**src/rtl/peq_pkg.sv**
```systemverilog
// Package: shared types, codes and tables of the pedal event queue qualifier.
`default_nettype none
package peq_pkg;

  localparam int unsigned STAMP_W = 32;
  localparam int unsigned CFG_W   = 16;
  localparam int unsigned ENTRY_W = 2 + STAMP_W + 1;

  localparam logic [CFG_W-1:0] DEBOUNCE_RST = 16'd800;
  localparam logic [CFG_W-1:0] RELEASE_RST  = 16'd2000;
  localparam logic [CFG_W-1:0] TIMEOUT_RST  = 16'd3000;

  typedef enum logic [1:0] {
    CFG_DEBOUNCE = 2'd0,
    CFG_RELEASE  = 2'd1,
    CFG_TIMEOUT  = 2'd2
  } cfg_idx_t;

  typedef enum logic [2:0] {
    ACT_NONE           = 3'd0,
    ACT_NOTE_ON        = 3'd1,
    ACT_KEY_PRESS      = 3'd2,
    ACT_KEY_RELEASE    = 3'd3,
    ACT_SILENT_RELEASE = 3'd4,
    ACT_FALSE_TRIGGER  = 3'd5
  } action_t;

  localparam logic MODE_EDGE = 1'b0;
  localparam logic MODE_TICK = 1'b1;

  typedef enum logic [2:0] {
    S_IDLE  = 3'b001,
    S_FETCH = 3'b010,
    S_EVAL  = 3'b100
  } state_t;

  typedef struct packed {
    logic capture;
    logic tick_inc;
    logic commit;
  } cmd_t;

  typedef struct packed {
    logic mode_tick;
    logic out_busy;
  } status_t;

  function automatic action_t press_action(input logic [1:0] p);
    action_t a;
    a = (p[1] == 1'b0) ? ACT_NOTE_ON : ACT_KEY_PRESS;
    return a;
  endfunction

  function automatic logic [6:0] press_code(input logic [1:0] p);
    logic [6:0] c;
    case (p)
      2'd0:    c = 7'd60;
      2'd1:    c = 7'd61;
      2'd2:    c = 7'h4F;
      default: c = 7'h50;
    endcase
    return c;
  endfunction

  function automatic logic [6:0] press_vel(input logic [1:0] p);
    logic [6:0] v;
    case (p)
      2'd0:    v = 7'd44;
      2'd1:    v = 7'd33;
      default: v = 7'd0;
    endcase
    return v;
  endfunction

endpackage
`default_nettype wire

```
**src/rtl/pedal_event_queue_qualifier_unit.sv**
```systemverilog
// Top level of the pedal event queue qualifier: controller plus datapath.
// Each request passes through capture, head fetch (the queue RAM has a
// registered read, and a tick request advances the 32-bit counter here) and
// evaluation, which writes one result into the output register. Evaluation
// waits while a previous result is still held on the output, so a stalled
// consumer holds the block. The queue is a ring of QUEUE_DEPTH entries that
// holds at most QUEUE_DEPTH-1 pending edges; only the head is evaluated per
// tick. Configuration writes take effect at once and are meant to be made
// while no request is in flight. No clearing pass is needed after reset.
`default_nettype none
module pedal_event_queue_qualifier_unit
  import peq_pkg::*;
#(
  parameter int unsigned QUEUE_DEPTH = 8
) (
  input  wire logic        clk,
  input  wire logic        rst_n,
  input  wire logic        in_valid,
  output logic             in_ready,
  input  wire logic        in_mode,
  input  wire logic [1:0]  in_pedal_id,
  input  wire logic [3:0]  in_pin_levels,
  output logic             out_valid,
  input  wire logic        out_ready,
  output logic      [2:0]  out_action,
  output logic      [1:0]  out_pedal_no,
  output logic      [6:0]  out_code,
  output logic      [6:0]  out_velocity,
  output logic             out_led_on,
  output logic             out_queued,
  output logic      [3:0]  out_enable_mask,
  input  wire logic        cfg_we,
  input  wire logic [1:0]  cfg_index,
  input  wire logic [15:0] cfg_wdata
);

  cmd_t    cmd;
  status_t status;

  peq_ctrl u_ctrl (
    .clk     (clk),
    .rst_n   (rst_n),
    .in_valid(in_valid),
    .in_ready(in_ready),
    .status  (status),
    .cmd     (cmd)
  );

  peq_dp #(
    .QUEUE_DEPTH(QUEUE_DEPTH)
  ) u_dp (
    .clk            (clk),
    .rst_n          (rst_n),
    .cmd            (cmd),
    .status         (status),
    .in_mode        (in_mode),
    .in_pedal_id    (in_pedal_id),
    .in_pin_levels  (in_pin_levels),
    .cfg_we         (cfg_we),
    .cfg_index      (cfg_index),
    .cfg_wdata      (cfg_wdata),
    .out_valid      (out_valid),
    .out_ready      (out_ready),
    .out_action     (out_action),
    .out_pedal_no   (out_pedal_no),
    .out_code       (out_code),
    .out_velocity   (out_velocity),
    .out_led_on     (out_led_on),
    .out_queued     (out_queued),
    .out_enable_mask(out_enable_mask)
  );

endmodule
`default_nettype wire

```
**src/rtl/peq_ram.sv**
```systemverilog
// Generic single-clock RAM: one write port, one read port with registered data.
`default_nettype none
module peq_ram #(
  parameter int unsigned WIDTH = 8,
  parameter int unsigned DEPTH = 8
) (
  input  wire logic                     clk,
  input  wire logic                     we,
  input  wire logic [$clog2(DEPTH)-1:0] waddr,
  input  wire logic [WIDTH-1:0]         wdata,
  input  wire logic [$clog2(DEPTH)-1:0] raddr,
  output logic      [WIDTH-1:0]         rdata
);

  logic [WIDTH-1:0] mem [DEPTH];

  always_ff @(posedge clk) begin
    if (we) begin
      mem[waddr] <= wdata;
    end
    rdata <= mem[raddr];
  end

endmodule
`default_nettype wire

```
**src/rtl/peq_ctrl.sv**
```systemverilog
// Controller: sequences capture, head fetch and evaluation of each request.
`default_nettype none
module peq_ctrl
  import peq_pkg::*;
(
  input  wire logic    clk,
  input  wire logic    rst_n,
  input  wire logic    in_valid,
  output logic         in_ready,
  input  wire status_t status,
  output cmd_t         cmd
);

  state_t state_r, state_nxt;

  assign in_ready     = (state_r == S_IDLE);
  assign cmd.capture  = in_valid && (state_r == S_IDLE);
  assign cmd.tick_inc = (state_r == S_FETCH) && status.mode_tick;
  assign cmd.commit   = (state_r == S_EVAL) && !status.out_busy;

  always_comb begin
    state_nxt = state_r;
    unique case (state_r)
      S_IDLE: begin
        if (in_valid) state_nxt = S_FETCH;
      end
      S_FETCH: begin
        state_nxt = S_EVAL;
      end
      S_EVAL: begin
        if (!status.out_busy) state_nxt = S_IDLE;
      end
      default: state_nxt = S_IDLE;
    endcase
  end

  always_ff @(posedge clk) begin
    if (!rst_n) begin
      state_r <= S_IDLE;
    end else begin
      state_r <= state_nxt;
    end
  end

endmodule
`default_nettype wire

```
**src/rtl/peq_dp.sv**
```systemverilog
// Datapath: queue pointers, tick counter, enables, head evaluation and result register.
`default_nettype none
module peq_dp
  import peq_pkg::*;
#(
  parameter int unsigned QUEUE_DEPTH = 8
) (
  input  wire logic             clk,
  input  wire logic             rst_n,
  input  wire cmd_t             cmd,
  output status_t               status,
  input  wire logic             in_mode,
  input  wire logic [1:0]       in_pedal_id,
  input  wire logic [3:0]       in_pin_levels,
  input  wire logic             cfg_we,
  input  wire logic [1:0]       cfg_index,
  input  wire logic [CFG_W-1:0] cfg_wdata,
  output logic                  out_valid,
  input  wire logic             out_ready,
  output logic      [2:0]       out_action,
  output logic      [1:0]       out_pedal_no,
  output logic      [6:0]       out_code,
  output logic      [6:0]       out_velocity,
  output logic                  out_led_on,
  output logic                  out_queued,
  output logic      [3:0]       out_enable_mask
);

  localparam int unsigned PW = $clog2(QUEUE_DEPTH);
  localparam logic [PW-1:0] PTR_LAST = PW'(QUEUE_DEPTH - 1);

  function automatic logic [PW-1:0] ring_next(input logic [PW-1:0] p);
    return (p == PTR_LAST) ? '0 : p + 1'b1;
  endfunction

  logic             mode_r;
  logic [1:0]       pid_r;
  logic [3:0]       pins_r;
  logic [PW-1:0]    wr_ptr_r, wr_ptr_nxt;
  logic [PW-1:0]    rd_ptr_r, rd_ptr_nxt;
  logic [STAMP_W-1:0] tick_r;
  logic [3:0]       en_r, en_nxt;
  logic             led_r, led_nxt;
  logic [CFG_W-1:0] dbn_r, rel_r, tmo_r;
  logic             out_valid_r;
  action_t          act_nxt;
  logic [1:0]       pno_nxt;
  logic [6:0]       code_nxt, vel_nxt;
  logic             queued_nxt;

  logic               ram_we;
  logic [PW-1:0]      ram_waddr;
  logic [ENTRY_W-1:0] ram_wdata, ram_rdata;

  logic [1:0]         h_pedal;
  logic [STAMP_W-1:0] h_stamp;
  logic               h_pressed;
  logic [STAMP_W-1:0] elapsed;
  logic               pin_low, empty, full;

  peq_ram #(
    .WIDTH(ENTRY_W),
    .DEPTH(QUEUE_DEPTH)
  ) u_queue (
    .clk  (clk),
    .we   (ram_we),
    .waddr(ram_waddr),
    .wdata(ram_wdata),
    .raddr(rd_ptr_r),
    .rdata(ram_rdata)
  );

  assign {h_pedal, h_stamp, h_pressed} = ram_rdata;
  assign elapsed = tick_r - h_stamp;
  assign pin_low = !pins_r[h_pedal];
  assign empty   = (rd_ptr_r == wr_ptr_r);
  assign full    = (ring_next(wr_ptr_r) == rd_ptr_r);

  assign status.mode_tick = (mode_r == MODE_TICK);
  assign status.out_busy  = out_valid_r && !out_ready;

  always_comb begin
    wr_ptr_nxt = wr_ptr_r;
    rd_ptr_nxt = rd_ptr_r;
    en_nxt     = en_r;
    led_nxt    = led_r;
    act_nxt    = ACT_NONE;
    pno_nxt    = 2'd0;
    code_nxt   = 7'd0;
    vel_nxt    = 7'd0;
    queued_nxt = 1'b0;
    ram_we     = 1'b0;
    ram_waddr  = wr_ptr_r;
    ram_wdata  = {pid_r, tick_r, 1'b0};
    if (mode_r == MODE_EDGE) begin
      if (en_r[pid_r]) begin
        en_nxt[pid_r] = 1'b0;
        if (!full) begin
          ram_we     = cmd.commit;
          wr_ptr_nxt = ring_next(wr_ptr_r);
          queued_nxt = 1'b1;
        end
      end
    end else if (!empty) begin
      if (!h_pressed && (elapsed > STAMP_W'(dbn_r)) && pin_low) begin
        ram_we    = cmd.commit;
        ram_waddr = rd_ptr_r;
        ram_wdata = {h_pedal, h_stamp, 1'b1};
        act_nxt   = press_action(h_pedal);
        pno_nxt   = h_pedal;
        code_nxt  = press_code(h_pedal);
        vel_nxt   = press_vel(h_pedal);
        led_nxt   = 1'b1;
      end else if (h_pressed && (elapsed > STAMP_W'(rel_r))) begin
        en_nxt[h_pedal] = 1'b1;
        act_nxt    = h_pedal[1] ? ACT_KEY_RELEASE : ACT_SILENT_RELEASE;
        pno_nxt    = h_pedal;
        rd_ptr_nxt = ring_next(rd_ptr_r);
        led_nxt    = 1'b0;
      end else if (!h_pressed && (elapsed > STAMP_W'(tmo_r))) begin
        en_nxt[h_pedal] = 1'b1;
        act_nxt    = ACT_FALSE_TRIGGER;
        pno_nxt    = h_pedal;
        rd_ptr_nxt = ring_next(rd_ptr_r);
        led_nxt    = 1'b0;
      end
    end
  end

  // captured request payload
  always_ff @(posedge clk) begin
    if (cmd.capture) begin
      mode_r <= in_mode;
      pid_r  <= in_pedal_id;
      pins_r <= in_pin_levels;
    end
  end

  always_ff @(posedge clk) begin
    if (!rst_n) begin
      wr_ptr_r    <= '0;
      rd_ptr_r    <= '0;
      tick_r      <= '0;
      en_r        <= 4'hF;
      led_r       <= 1'b0;
      dbn_r       <= DEBOUNCE_RST;
      rel_r       <= RELEASE_RST;
      tmo_r       <= TIMEOUT_RST;
      out_valid_r <= 1'b0;
    end else begin
      if (cmd.tick_inc) begin
        tick_r <= tick_r + 1'b1;
      end
      if (cmd.commit) begin
        wr_ptr_r <= wr_ptr_nxt;
        rd_ptr_r <= rd_ptr_nxt;
        en_r     <= en_nxt;
        led_r    <= led_nxt;
      end
      if (cfg_we) begin
        case (cfg_index)
          CFG_DEBOUNCE: dbn_r <= cfg_wdata;
          CFG_RELEASE:  rel_r <= cfg_wdata;
          CFG_TIMEOUT:  tmo_r <= cfg_wdata;
          default: ;
        endcase
      end
      if (cmd.commit) begin
        out_valid_r <= 1'b1;
      end else if (out_ready) begin
        out_valid_r <= 1'b0;
      end
    end
  end

  always_ff @(posedge clk) begin
    if (cmd.commit) begin
      out_action      <= act_nxt;
      out_pedal_no    <= pno_nxt;
      out_code        <= code_nxt;
      out_velocity    <= vel_nxt;
      out_led_on      <= led_nxt;
      out_queued      <= queued_nxt;
      out_enable_mask <= en_nxt;
    end
  end

  assign out_valid = out_valid_r;

endmodule
`default_nettype wire

```
**config.mk**
```make
export PLATFORM = sky130hd
export DESIGN_NAME = pedal_event_queue_qualifier_unit
export DESIGN_NICKNAME = d
export VERILOG_FILES = /design/src/rtl/peq_pkg.sv /design/src/rtl/pedal_event_queue_qualifier_unit.sv /design/src/rtl/peq_ram.sv /design/src/rtl/peq_ctrl.sv /design/src/rtl/peq_dp.sv
export SDC_FILE = /design/constraint.sdc
export NUM_CORES = 1
export LEC_CHECK = 0
export BUFFER_PORTS_ARGS = -buffer_cell sky130_fd_sc_hd__buf_2
export CAP_MARGIN = 20
export CORE_ASPECT_RATIO = 0.8
export CORE_MARGIN = 2
export CORE_UTILIZATION = 55
export CTS_CLUSTER_SIZE = 30
export DETAILED_ROUTE_END_ITERATION = 12
export PLACE_DENSITY = 0.73
export SLEW_MARGIN = 20
export SYNTH_ARGS = -nofsm -noshare
export SYNTH_HDL_FRONTEND = slang
export SYNTH_SLANG_ARGS = --single-unit
```
**constraint.sdc**
```tcl
create_clock -name clk -period 10.7 [get_ports clk]
set_clock_uncertainty 0.2 [all_clocks]
set_input_delay 2.675 -clock clk [delete_from_list [all_inputs] [get_ports clk]]
set_output_delay 2.675 -clock clk [all_outputs]
set_load 0.1 [all_outputs]
```
After elaboration in Yosys (flattened, before gate mapping)
Memory sizes are Yosys's and may differ from the RTL's. A register that Yosys moved wholly into a read port is not among the register bits.
Index checks and enable logic that the tools add are counted.

storage, ports and cells
  bits in writable memories = 280
  register bits = 127
  word-level logic and storage cells = 132
  input port bits = 30
  memories = 1

operators by class
  add/subtract/negate cells = 4
  order comparisons = 7
  reduce and logical (&&, ||, !) cells = 27
  mux-type cells = 52
  equal/unequal tests = 13
  bitwise logic cells = 8

memory list
  memory            depth  width  read ports  clocked after memory_dff  wr ports  line           RTL
  u_dp.u_queue.mem  8      35     1           1                         1         peq_ram.sv:15  logic [WIDTH-1:0] mem [DEPTH];

operators with widths
  operator                                            count
  two-way mux 35 bit                                  3
  greater-than comparator 32 x 16 -> 1 bit            3
  two-way mux 3 bit                                   13
  adder 32 x 1 -> 32 bit, second input constant       1
  subtractor 32 bit                                   1
  two-way mux 4 bit                                   6
  one-hot mux 7 bit (3 select lines)                  1
  two-way mux 1 bit                                   19
  one-hot mux 6 bit (2 select lines)                  1
  logical AND 1 bit                                   10
  == test 3 bit, second input constant                3
  one-hot mux 3 bit (3 select lines)                  1
  two-way mux 2 bit                                   4
  AND reduction 2 bit                                 4
  adder 3 x 1 -> 3 bit, second input constant         2
  == test 3 bit                                       2
  < comparator 2 x 3 -> 1 bit, second input constant  2
  inverter 1 bit                                      5
  AND reduction 5 bit                                 1
  bitwise AND 4 bit                                   1
  binary-select mux 1 bit (select 2 bit)              2
  demux 1 bit (select 2 bit)                          2
  == test 2 x 1 -> 1 bit, second input constant       2
  == test 2 bit, second input constant                2
  other kinds (12)                                    20

Logic depth before layout (Yosys ltp)
Gate-level depths: netlist of run 1.

  word-level depth = 10
  mapped depth = 22
  depth with buffers taken out = 21

By module
Synthesis of run 1 repeated with hierarchy kept, for this count alone.

unflattened totals
  cells, all modules = 1515
  area, all modules = 20523.4 um2

modules (own cells, without submodules)
  module    cells each  area an instance (um2)  instances
  peq_ram   453         11536.1                 1
  peq_dp    1046        8822.2                  1
  peq_ctrl  16          165.2                   1

Worst setup path after synthesis of run 1
Ideal clock, no wire load.

  path type = input to register
  from = input port out_ready
  to = memory u_dp.u_queue.mem[0][0] in the netlist's numbering, enable pin
  required time = 9.975 ns
  setup slack = 2.477 ns
  arrival = 7.498 ns
  cell stages on the path = 5
  buffers on the path = 0
  cells stage by stage = nand2b_1 > nand3_1 > inv_1 > nand3_1 > o41ai_1

RTL lines
  what                line                                    RTL
  start: declaration  pedal_event_queue_qualifier_unit.sv:24  input wire logic out_ready,
  end: declaration    peq_ram.sv:15

Final worst setup path of run 1
  from = register u_dp.tick_r[0]
  to = memory u_dp.u_queue.mem[0][27] in the netlist's numbering, enable pin

between the ends
  word-level cells in the longest chain between the ends = 9
  elaborated cells on any way between the ends = 12
  classes of those cells = add/sub (1); order compare (1); mux (8); reduce/logical (2)

RTL lines
  what                                          line           RTL
  start: declaration                            peq_dp.sv:41   logic [STAMP_W-1:0] tick_r;
  start signal: assignment                      peq_dp.sv:152  tick_r <= tick_r + 1'b1;
  subtractor 32 bit (*)                         peq_dp.sv:74   assign elapsed = tick_r - h_stamp;
  greater-than comparator 32 x 16 -> 1 bit (*)  peq_dp.sv:105  if (!h_pressed && (elapsed > STAMP_W'(dbn_r)) && pin_low) begin
  logical AND 1 bit (*) (2 in a row)            peq_dp.sv:105
  two-way mux 1 bit                             peq_dp.sv:105
  two-way mux 1 bit                             peq_dp.sv:104  end else if (!empty) begin
  two-way mux 1 bit                             peq_dp.sv:95   if (mode_r == MODE_EDGE) begin
  two-way mux 1 bit                             peq_ram.sv:18  if (we) begin
  two-way mux 1 bit (not written as such)       peq_ram.sv:19  mem[waddr] <= wdata;

Mark *: on every way between the ends. The rest lies on a longest branch, timed or not.

==> results.md, run 1 <==
* Status: complete, no violations
* Flops & latches, synth at 436
* Ys async rst share at 0%
* Min Tclk post-route at 5.74 ns
* Unrepaired setup endpoints after global routing: no
* Pwr Density at about 150 nW/um^2
* Design area at 22,500 um^2
* Number of flops mapped to enable cells by yosys at 306
* CP cell instances: inv_1, ha_1, fa_1, and2b_1, o2111ai_2, a211oi_2, nor2_1, xnor2_1, ha_1, nand4_1, nor2_1, o21ai_0, a31oi_1, o22ai_1, inv_1, o31a_4, nand3_1, o41ai_2, buf_4
* Avg Synthesized Cell Area at roughly 13 um^2
* Pleak at 7.60 nW
* P_sw at 697 uW
* Depth of the CTS H-tree at 2
* Post-DP HPWL at about 30,000 um
* Sw Share at between 20% and 30%
* Layout cells sized above 1 at 18.0%
* Syn Std Cell Area at 20,400 um^2
* Min Hold Slack at 0.272 ns
* Worst EP required at 10.69 ns
* DP Area at ~21,000 um^2
* DRC Markers at 0
* R2R cell count at 19
* Top Ports at 57
* Synth cell types at 85
* Clock latency on the worst-skew pair at 0.57 ns
* Full die area at 38,700 um^2
* HP Class: flip-flop to flip-flop
* CP Max Fanout at 35
* Fin nets at 1,715
* Power share of the sequential group at 54.5%
* Global-route wire length before repair at 71,400 um
* Int Power at about 2.6 mW
* N_diodes at 0
* Max Fclk at 174 MHz
* Drt first pass iters at 5
* Max Slew Vio Count at 0
* Clk slew on worst S/H paths at 0.06 ns
* # rows at 63
* Startpoint Class: flip-flop
* DR vias/cell at about 6.1
* Fin. Hold Viols at 0
* Cells after Synth at 1,553
* Area Growth Syn to Fin at 10.2%
* Die width at 220 um
* GPL Wtd Cong at 0.938
* Crit path max-delay family: compound AO/OA/AOI/OAI gates
* Overall Global Routing Usage at roughly 24%
* DRT Wirelength at 46,200 um
* Total negative slack at 0 ns
* R2r endpoint: u_dp.u_queue.mem[0][27]
* Cts bufs inserted at 42
* Synth area leader: edfxtp_1
* Min-Delay Endpoint: u_dp.dbn_r[15]
* DRT iter0 DRCs at 1,355
* Via Count at 12,944
* Max cap viols at 0
* Vias in the first global route at approximately 12,000
* Antenna violations before repair at 0
* Start point of the worst hold path: u_dp.dbn_r[15]
* Synth top area cells: edfxtp_1, dfxtp_1, mux4_2
* Final setup fails at 0
* Gr ovfl total at 0
* Clk pwr share at 43.3%
* Top-area cell type share of the netlist area at 44.9%
* Per-cell routed wire length at between 20 and 25 um
* Clk buf depth at 3
* Slew at the pin closest to its max-slew limit at 1.02 ns
* Number of hold buffers added after CTS at 0
* Critical path's largest stage delay at 0.58 ns
* Gates resized, CTS repair at 0
* Synth warn at 0
* Port bufs at 53
* Max stage delay cell, worst path: nand3_1
* Die H at 176 um
* R2r startpoint: u_dp.tick_r[0]
* Antenna Nets Post-Route at 0
* WHS Path Cells at 2
* Sequential area share after synthesis at 57.7%
* Crit path capture type: flip-flop
* Max IR drop VDD at around 0.18 mV
* Fin util at 61.2%
* Comb pwr share at 2.2%
* CTS tree: yes
* Rel. slew slack at a little under a third
* Largest net degree at the start of global routing at slightly below 100
* Initial Utilization at 55.5%
* Period utilization at 53.7%
* Core ar. at around 37,000 um^2
* Total setup buffers inserted after CTS at 0
* R2R Setup Slk at 4.96 ns
* CP bufs+invs at 3
* WP data arrival at 5.73 ns
* Clock Sink Count at 436
* Root Buffer: clkbuf_16
* Synth Flop Type: edfxtp_1
* Critical setup path kind: flip-flop to flip-flop
-- tightest hold or removal path: cells and delay by family (launching register included) --
kind               cells  cell delay [ns]
AOI/OAI and AO/OA      1             0.06
DFF                    1             0.31
and+or+nand+nor        1             0.05
-- sequential cells by signal, indices dropped and copies added, names as in the netlist, 2 cells and up --
name and cells:
u_dp.u_queue.rdata 35, u_dp.en_r 4, u_ctrl.state_r 3, u_dp.pid_r 2, u_dp.rd_ptr_r 3, u_dp.out_code 5, u_dp.out_velocity 3, u_dp.dbn_r 16
u_dp.out_action 3, u_dp.pins_r 4, u_dp.out_pedal_no 2, u_dp.u_queue.mem 280, u_dp.tmo_r 16, u_dp.rel_r 16, u_dp.out_enable_mask 4, u_dp.wr_ptr_r 3
u_dp.tick_r 32
-- power by group through the flow --
stage | sequential [mW] | combinational, mW | clock (mW)
2_1_floorplan | 1.84 | 0.0490 | 0
3_3_place_gp | 1.84 | 0.0702 | 0
3_5_place_dp | 1.84 | 0.0716 | 0
4_1_cts | 1.80 | 0.0720 | 1.46
5_1_grt | 1.80 | 0.0802 | 1.52
6_report | 1.80 | 0.0729 | 1.43
-- cell families after synthesis --
kind of cell / synth area share [%]
multiplexers: 12.7
adder cells (fa/ha/maj): 5.54
flip-flops: 57.7
AND/OR/NAND/NOR: 9.77
AO/OA/AOI/OAI: 8.89
XOR/XNOR: 2.01
other: 0.0183
buffers and inverters: 3.38
-- worst max-delay path by stage --
stage,cells after the start,start,endpoint
after floorplan,5,out_ready,u_dp.u_queue.mem[0][0]
after global placement,17,u_dp.tick_r[0],u_dp.u_queue.mem[3][17]
after detailed placement,19,u_dp.tick_r[0],u_dp.u_queue.mem[0][22]
after CTS,19,u_dp.tick_r[0],u_dp.u_queue.mem[0][15]
after global routing,19,u_dp.tick_r[0],u_dp.u_queue.mem[0][15]
final,19,u_dp.tick_r[0],u_dp.u_queue.mem[0][27]
-- per-stage QoR --
| step | worst slack, ns | instances | total power [mW] |
|---|---|---|---|
| 6_report | 4.96 | 2116 | 3.30 |
| 4_1_cts | 4.96 | 2116 | 3.33 |
| 3_5_place_dp | 4.97 | 2038 | 1.91 |
| 2_1_floorplan | 2.48 | 1555 | 1.89 |
| 3_3_place_gp | 5.13 | 2038 | 1.91 |
| 5_1_grt | 4.61 | 2116 | 3.40 |
-- Yosys cell counts (6+ instances only) --
cell / count
edfxtp_1: 306
nand2_1: 153
dfxtp_1: 130
inv_1: 94
ha_1: 89
mux4_2: 72
nor2_1: 60
a21oi_1: 50
clkbuf_1: 43
mux2_2: 43
a21boi_0: 39
o21ai_0: 38
xnor2_1: 32
and2_1: 31
nand4_1: 28
nand3_1: 27
o211ai_1: 26
mux2_4: 25
nor3_1: 21
and3_1: 15
xor2_1: 15
a21o_1: 14
mux2i_1: 12
buf_2: 11
o21a_1: 11
or3_1: 11
nor2b_1: 10
buf_1: 9
o22ai_1: 9
nand2b_1: 8
buf_4: 6
nand3b_1: 6
nor4_1: 6
o2111ai_1: 6
-- layout make-up --
class	instances	area [um^2]
repair buffers	68	378
inverters	95	362
multi-input cells	952	8070
fillers	2765	14300
clock buffers	57	1150
well taps	487	609
clock inverters	21	175
flip-flops and latches	436	11800
-- per-layer routing --
metal / vias to the layer above / part of all wire (%) / track usage (%)
met5: - / 0 / 0
li1: 5901 / - / -
met4: 0 / 2.0 / 5.82
met3: 73 / 7.3 / 4.20
met2: 508 / 43 / 34.6
met1: 6462 / 48 / 38.0
-- layout by cell type (no fill, tap or decap), drive strengths merged, types with 6 or more instances in the layout --
master | Yosys | routed
nor4 | 6 | 6
xnor2 | 32 | 32
mux2 | 68 | 68
dfxtp | 130 | 130
nand2b | 8 | 8
or3 | 11 | 11
nand4 | 28 | 28
nand3b | 6 | 6
a21boi | 39 | 39
and3 | 16 | 16
nor2 | 61 | 61
and2 | 31 | 31
clkinv | 0 | 16
nand3 | 27 | 27
a211oi | 6 | 6
inv | 95 | 98
buf | 29 | 68
ha | 89 | 89
mux2i | 12 | 12
o21ai | 43 | 43
o2111ai | 7 | 7
a21oi | 51 | 51
o211ai | 26 | 26
o22ai | 9 | 9
nor2b | 10 | 10
edfxtp | 306 | 306
a21o | 14 | 14
clkbuf | 43 | 57
nor3 | 22 | 22
o21a | 11 | 11
nand2 | 155 | 155
xor2 | 15 | 15
mux4 | 72 | 72
(Power assumes the default switching activity.)
==> run 2, diff against run 1 <==
--- a/config.mk
+++ b/config.mk
@@ -12,7 +12,7 @@
 export CORE_UTILIZATION = 55
 export CTS_CLUSTER_SIZE = 30
 export DETAILED_ROUTE_END_ITERATION = 12
-export PLACE_DENSITY = 0.73
+export PLACE_DENSITY = 0.75
 export SLEW_MARGIN = 20
 export SYNTH_ARGS = -nofsm -noshare
 export SYNTH_HDL_FRONTEND = slang
==> constraint.sdc (replaced) <==
create_clock -name clk -period 5 [get_ports clk]
set_clock_uncertainty 0.2 [all_clocks]
set_input_delay 1.25 -clock clk [delete_from_list [all_inputs] [get_ports clk]]
set_output_delay 1.25 -clock clk [all_outputs]
set_load 0.1 [all_outputs]
==> results.md, run 2 (same netlist as run 1, synthesis figures left out) <==
* DRC Markers at 0
* DRT Wirelength at 47,300 um
* Crit path capture type: flip-flop
* Full die area at 38,700 um^2
* Worst EP required at 5.10 ns
* Sw Share at approximately a fifth
* Area Growth Syn to Fin at 14.0%
* R2r startpoint: u_dp.tick_r[0]
* Overall Global Routing Usage at about 24%
* Drt first pass iters at 6
* Pleak at 7.96 nW
* Max Slew Vio Count at 0
* Top Ports at 57
* Min-Delay Endpoint: u_dp.tmo_r[13]
* Depth of the CTS H-tree at 2
* Critical setup path kind: flip-flop to flip-flop
* Met1 Wirelength at 20,800 um
* Root Buffer: clkbuf_16
* Final non-filler cell total at 2,163
* GPL Wtd Cong at 0.935
* Met2 routed WL at 21,400 um
* # rows at 63
* Vias in the first global route at 12,804
* P_sw at 1.52 mW
* Fin. Hold Viols at 0
* Clock latency on the worst-skew pair at 0.56 ns
* Antenna Nets Post-Route at 0
* Slew at the pin closest to its max-slew limit at 0.953 ns
* Clk slew on worst S/H paths at 0.07 ns
* Die H at about 180 um
* Tot Pwr at just over 7 mW
* Max cap viols at 0
* Clock Sink Count at 436
* Fin util at a little under two thirds
* R2R cell count at 16
* Clk buf depth at 3
* Period utilization at 96.9%
* Design area at about 23,000 um^2
* Top Layer Used: met4
* Largest net degree at the start of global routing at 77
* Commonest non-fill, non-tap cell in the layout: edfxtp_1
* Comb pwr share at 2.2%
* Layout cells sized above 1 at approximately 22%
* Number of flip-flops under the largest register name at 280
* Initial Utilization at 55.5%
* Top Registers: u_dp.u_queue.mem x280, u_dp.u_queue.rdata x35, u_dp.tick_r x32
* R2R Setup Slk at 0.15 ns
* Die width at about 220 um
* CP Max Fanout at 16
* Fin nets at about 1,800
* HP Class: flip-flop to flip-flop
* Port bufs at 53
* Dpl cells at slightly above 2,000
* CTS tree: yes
* Global-route wire length before repair at 71,800 um
* Post-DP HPWL at 29,600 um
* Rel. slew slack at 36.5%
* Most frequent cells in the layout: edfxtp_1, nand2_1, dfxtp_1
* Min Tclk post-route at 4.85 ns
* DR vias/cell at around 6.0
* Via Count at 13,037
* Per-cell routed wire length at 21.9 um
* Clk pwr share at 44.1%
* Status: complete, no violations
* Filler cell count at 2,642
* Met3 WL at 4310 um
* Pwr Density at 308 nW/um^2
* Top reg by flops: u_dp.u_queue.mem
* Cts bufs inserted at 43
* Antenna violations before repair at 1
* R2r endpoint: u_dp.u_queue.mem[7][11]
* Startpoint Class: flip-flop
* Max IR drop VDD at 0.340 mV
* Power share of the sequential group at 53.7%
* Min Hold Slack at 0.275 ns
* Final setup fails at 0
* Start point of the worst hold path: u_dp.tmo_r[13]
* WP data arrival at 4.95 ns
* DP Area at 21,500 um^2
* Int Power at 5.65 mW
* WHS Path Cells at 2
* Number of hold buffers added after CTS at 0
* DRT iter0 DRCs at about 1,300
* Max Fclk at around 210 MHz
* Core ar. at 36,800 um^2
* Gr ovfl total at 0
==> run 2: cell types whose count changed in the layout (fill, tap and decap cells not counted), moves of 4 or more <==
cell       change
xnor2_1        -4
buf_4         +29
clkinv_2       +6
buf_12         +8
clkbuf_1       -4
clkinv_1       -5
clkbuf_16      +5
xnor2_2        +4
==> run 2: final cells by class <==
cell class / instances / area, um^2 / area share, %
timing repair buffer: 111 / 905 / 3.88
sequential: 436 / 11800 / 50.6
antenna: 2 / 5.00 / 0.0215
inverter: 95 / 362 / 1.55
clock inverter: 27 / 243 / 1.04
multi-input combinational: 952 / 8250 / 35.4
tap: 487 / 609 / 2.61
clock buffer: 53 / 1140 / 4.91
==> run 2: power by group through the flow <==
stage / logic (mW) / clock network, mW / registers (mW)
2_1_floorplan: 0.105 / 0 / 3.93
3_3_place_gp: 0.149 / 0 / 3.93
3_5_place_dp: 0.153 / 0 / 3.93
4_1_cts: 0.153 / 3.22 / 3.85
5_1_grt: 0.172 / 3.37 / 3.85
6_report: 0.157 / 3.16 / 3.85
==> run 2: repair_timing <==
action / CTS / global route
setup endpoints to repair: 0 / 534
setup buffers: 0 / 13
resized for setup: 0 / 31
==> run 2: how the worst max path moves through the flow <==
stage | start | cells after the start | to
after floorplan | u_dp.tick_r[0] | 18 | u_dp.u_queue.mem[6][0]
after global placement | u_dp.tick_r[0] | 17 | u_dp.out_enable_mask[1]
after detailed placement | u_dp.tick_r[0] | 17 | u_dp.out_enable_mask[1]
after CTS | u_dp.tick_r[0] | 17 | u_dp.out_enable_mask[1]
after global routing | u_dp.u_queue.rdata[5] | 21 | u_dp.u_queue.mem[7][13]
final | u_dp.tick_r[0] | 16 | u_dp.u_queue.mem[7][11]
==> run 2: metal layers <==
layer	vias up	GRT usage, %
li1	6001	-
met1	6467	35.4
met2	506	36.3
met3	63	5.60
met4	0	6.21
met5	-	0
==> run 2: worst max-delay path: stages, from the launching register on <==
cell and delay, ns:
dfxtp_2 0.35, inv_2 0.05, ha_2 0.18, fa_2 0.35
and2b_2 0.25, o2111ai_4 0.16, a2111o_1 0.53, a31oi_4 0.35
or3_1 0.16, o311ai_1 0.12, or4_4 0.63, o31a_4 0.43
nand3_4 0.18, buf_4 0.19, o22ai_4 0.08, buf_4 0.16
clkbuf_16 0.19
==> run 2: stage by stage <==
step,worst slack (ns),setup TNS [ns]
floorplan,-0.490,-93.67
global route,-0.0244,-0.238
CTS,0.00867,0
detailed placement,0.0131,0
finish,0.153,0
global placement,0.111,0
==> run 3, diff against run 2 <==
--- a/config.mk
+++ b/config.mk
@@ -5,14 +5,14 @@
 export SDC_FILE = /design/constraint.sdc
 export NUM_CORES = 1
 export LEC_CHECK = 0
-export BUFFER_PORTS_ARGS = -buffer_cell sky130_fd_sc_hd__buf_2
 export CAP_MARGIN = 20
 export CORE_ASPECT_RATIO = 0.8
 export CORE_MARGIN = 2
 export CORE_UTILIZATION = 55
 export CTS_CLUSTER_SIZE = 30
 export DETAILED_ROUTE_END_ITERATION = 12
-export PLACE_DENSITY = 0.75
+export DONT_BUFFER_PORTS = 1
+export PLACE_DENSITY = 0.74
 export SLEW_MARGIN = 20
 export SYNTH_ARGS = -nofsm -noshare
 export SYNTH_HDL_FRONTEND = slang
==> results.md, run 3 (same netlist as run 1, synthesis figures left out) <==
* Commonest non-fill, non-tap cell in the layout: edfxtp_1
* Core ar. at 36,800 um^2
* GPL Wtd Cong at approximately 0.97
* DRT Wirelength at 47,100 um
* Int Power at 5.73 mW
* Initial Utilization at 55.5%
* Clk slew on worst S/H paths at 0.06 ns
* Via Count at 12,871
* Top Registers: u_dp.u_queue.mem x280, u_dp.u_queue.rdata x35, u_dp.tick_r x32
* Post-DP HPWL at 30,200 um
* Dpl cells at 2,026
* DRT iter0 DRCs at 1,335
* Port bufs at 0
* Final setup fails at 0
* Number of hold buffers added after CTS at 0
* Full die area at 38,700 um^2
* Critical setup path kind: flip-flop to flip-flop
* Antenna violations before repair at 1
* Clock Sink Count at 436
* Pwr Density at 313 nW/um^2
* Top Ports at 57
* Max cap viols at 0
* Die H at 176 um
* Startpoint Class: flip-flop
* Pleak at 7.79 nW
* Largest net degree at the start of global routing at 99
* DRC Markers at 0
* Sw Share at approximately 20%
* Root Buffer: clkbuf_16
* P_sw at 1.47 mW
* WP data arrival at 5.02 ns
* Status: complete, no violations
* DR vias/cell at 6.10
* CP cell instances: inv_2, ha_2, fa_2, and2b_2, o2111ai_4, a2111o_1, nand3_2, xor2_2, ha_1, and4_1, a221oi_2, a21oi_2, mux2_2, or4_4, or3_1, and3_1
* Slew at the pin closest to its max-slew limit at between 1 and 1.5 ns
* Worst EP required at 5.11 ns
* Area Growth Syn to Fin at 12.7%
* CTS tree: yes
* R2R Setup Slk at 0.08 ns
* Vias in the first global route at approximately 13,000
* Max Fclk at 203 MHz
* CP Max Fanout at 4
* Min Tclk post-route at 4.92 ns
* Period utilization at 98.3%
* Number of flip-flops under the largest register name at between 200 and 300
* Gr ovfl total at 0
* Clk buf depth at 3
* Antenna Nets Post-Route at 0
* Final non-filler cell total at 2,111
* Design area at around 23,000 um^2
* HP Class: flip-flop to flip-flop
* Layout cells sized above 1 at 19.2%
* Fin. Hold Viols at 0
* Top reg by flops: u_dp.u_queue.mem
* Cts bufs inserted at 42
* DP Area at 21,500 um^2
* N_diodes at 0
* # rows at 63
* Global-route wire length before repair at 72,800 um
* Fin nets at between 1,500 and 2,000
* Place WS at -0.0102 ns
* Overall Global Routing Usage at 24.6%
* Power share of the sequential group at 53.5%
* Tot Pwr at slightly above 7 mW
* CP bufs+invs at 1
* Comb pwr share at 1.8%
* Clock latency on the worst-skew pair at between 0.5 and 0.6 ns
* Die width at 220 um
* Rel. slew slack at a little under a third
* Depth of the CTS H-tree at 2
* Crit path max-delay family: simple AND/OR/NAND/NOR gates
* Max stage delay cell, worst path: a2111o_1
* Max IR drop VDD at 0.325 mV
* Critical path's largest stage delay at 0.48 ns
* Drt first pass iters at 7
* Crit path capture type: flip-flop
* Max Slew Vio Count at 0
* Per-cell routed wire length at between 20 and 25 um
* Clk pwr share at 44.6%
* Worst setup slack after layout at around 0.083 ns
* Most frequent cells in the layout: edfxtp_1, nand2_1, dfxtp_1
* Min Hold Slack at 0.267 ns
[run 3: power by group through the flow]
stage / Clock (mW) / Combinational, mW / Sequential, mW
after global placement: 0 / 0.123 / 3.93
after global routing: 3.42 / 0.143 / 3.86
after CTS: 3.27 / 0.128 / 3.86
after detailed placement: 0 / 0.127 / 3.93
final: 3.22 / 0.130 / 3.86
after floorplan: 0 / 0.105 / 3.93
[run 3: worst register-to-register path: stages (launching register included)]
cell	delay (ns)
dfxtp_2	0.36
inv_2	0.06
ha_2	0.18
fa_2	0.36
and2b_2	0.26
o2111ai_4	0.18
a2111o_1	0.48
nand3_2	0.12
xor2_2	0.27
ha_1	0.30
and4_1	0.23
a221oi_2	0.31
a21oi_2	0.09
mux2_2	0.26
or4_4	0.44
or3_1	0.38
and3_1	0.19
[run 3: through the flow]
stage | TNS [ns] | util (%)
after floorplan | -93.67 | -
after global placement | 0 | 58.3
after detailed placement | -0.103 | 58.3
after CTS | 0 | 62.1
after global routing | -0.0576 | 62.6
final | 0 | 62.6
[run 3: worst paths after layout]
kind | cells after the start | endpoint | startpoint
worst max-delay path | 16 | u_dp.out_pedal_no[0] | u_dp.tick_r[0]
worst min-delay path | 2 | u_dp.tmo_r[13] | u_dp.tmo_r[13]
worst max register to register | 16 | u_dp.out_pedal_no[0] | u_dp.tick_r[0]
worst min register to register | 2 | u_dp.tmo_r[13] | u_dp.tmo_r[13]
[run 3: routing by layer]
metal / routed length, um / share of wire, % / GRT usage [%] / vias up
li1: - / - / - / 5908
met2: 21200 / 45 / 37.5 / 429
met5: 0 / 0 / 0 / -
met4: 1230 / 2.6 / 7.24 / 0
met1: 21300 / 45 / 36.9 / 6452
met3: 3460 / 7.3 / 3.79 / 82
[run 3: area by class of cell]
| class | instances | area, um^2 |
|---|---|---|
| sequential | 436 | 11800 |
| fill | 2715 | 13800 |
| clock buffer | 60 | 1160 |
| timing repair buffer | 63 | 667 |
| clock inverter | 18 | 245 |
| multi-input combinational | 952 | 8200 |
| inverter | 95 | 362 |
| tap | 487 | 609 |
[run 3: what timing repair did]
item,CTS,global route
setup endpoints to repair,12,497
buffers inserted,0,6
cloned,0,1
gates resized for setup,1,19
pin swaps,0,7
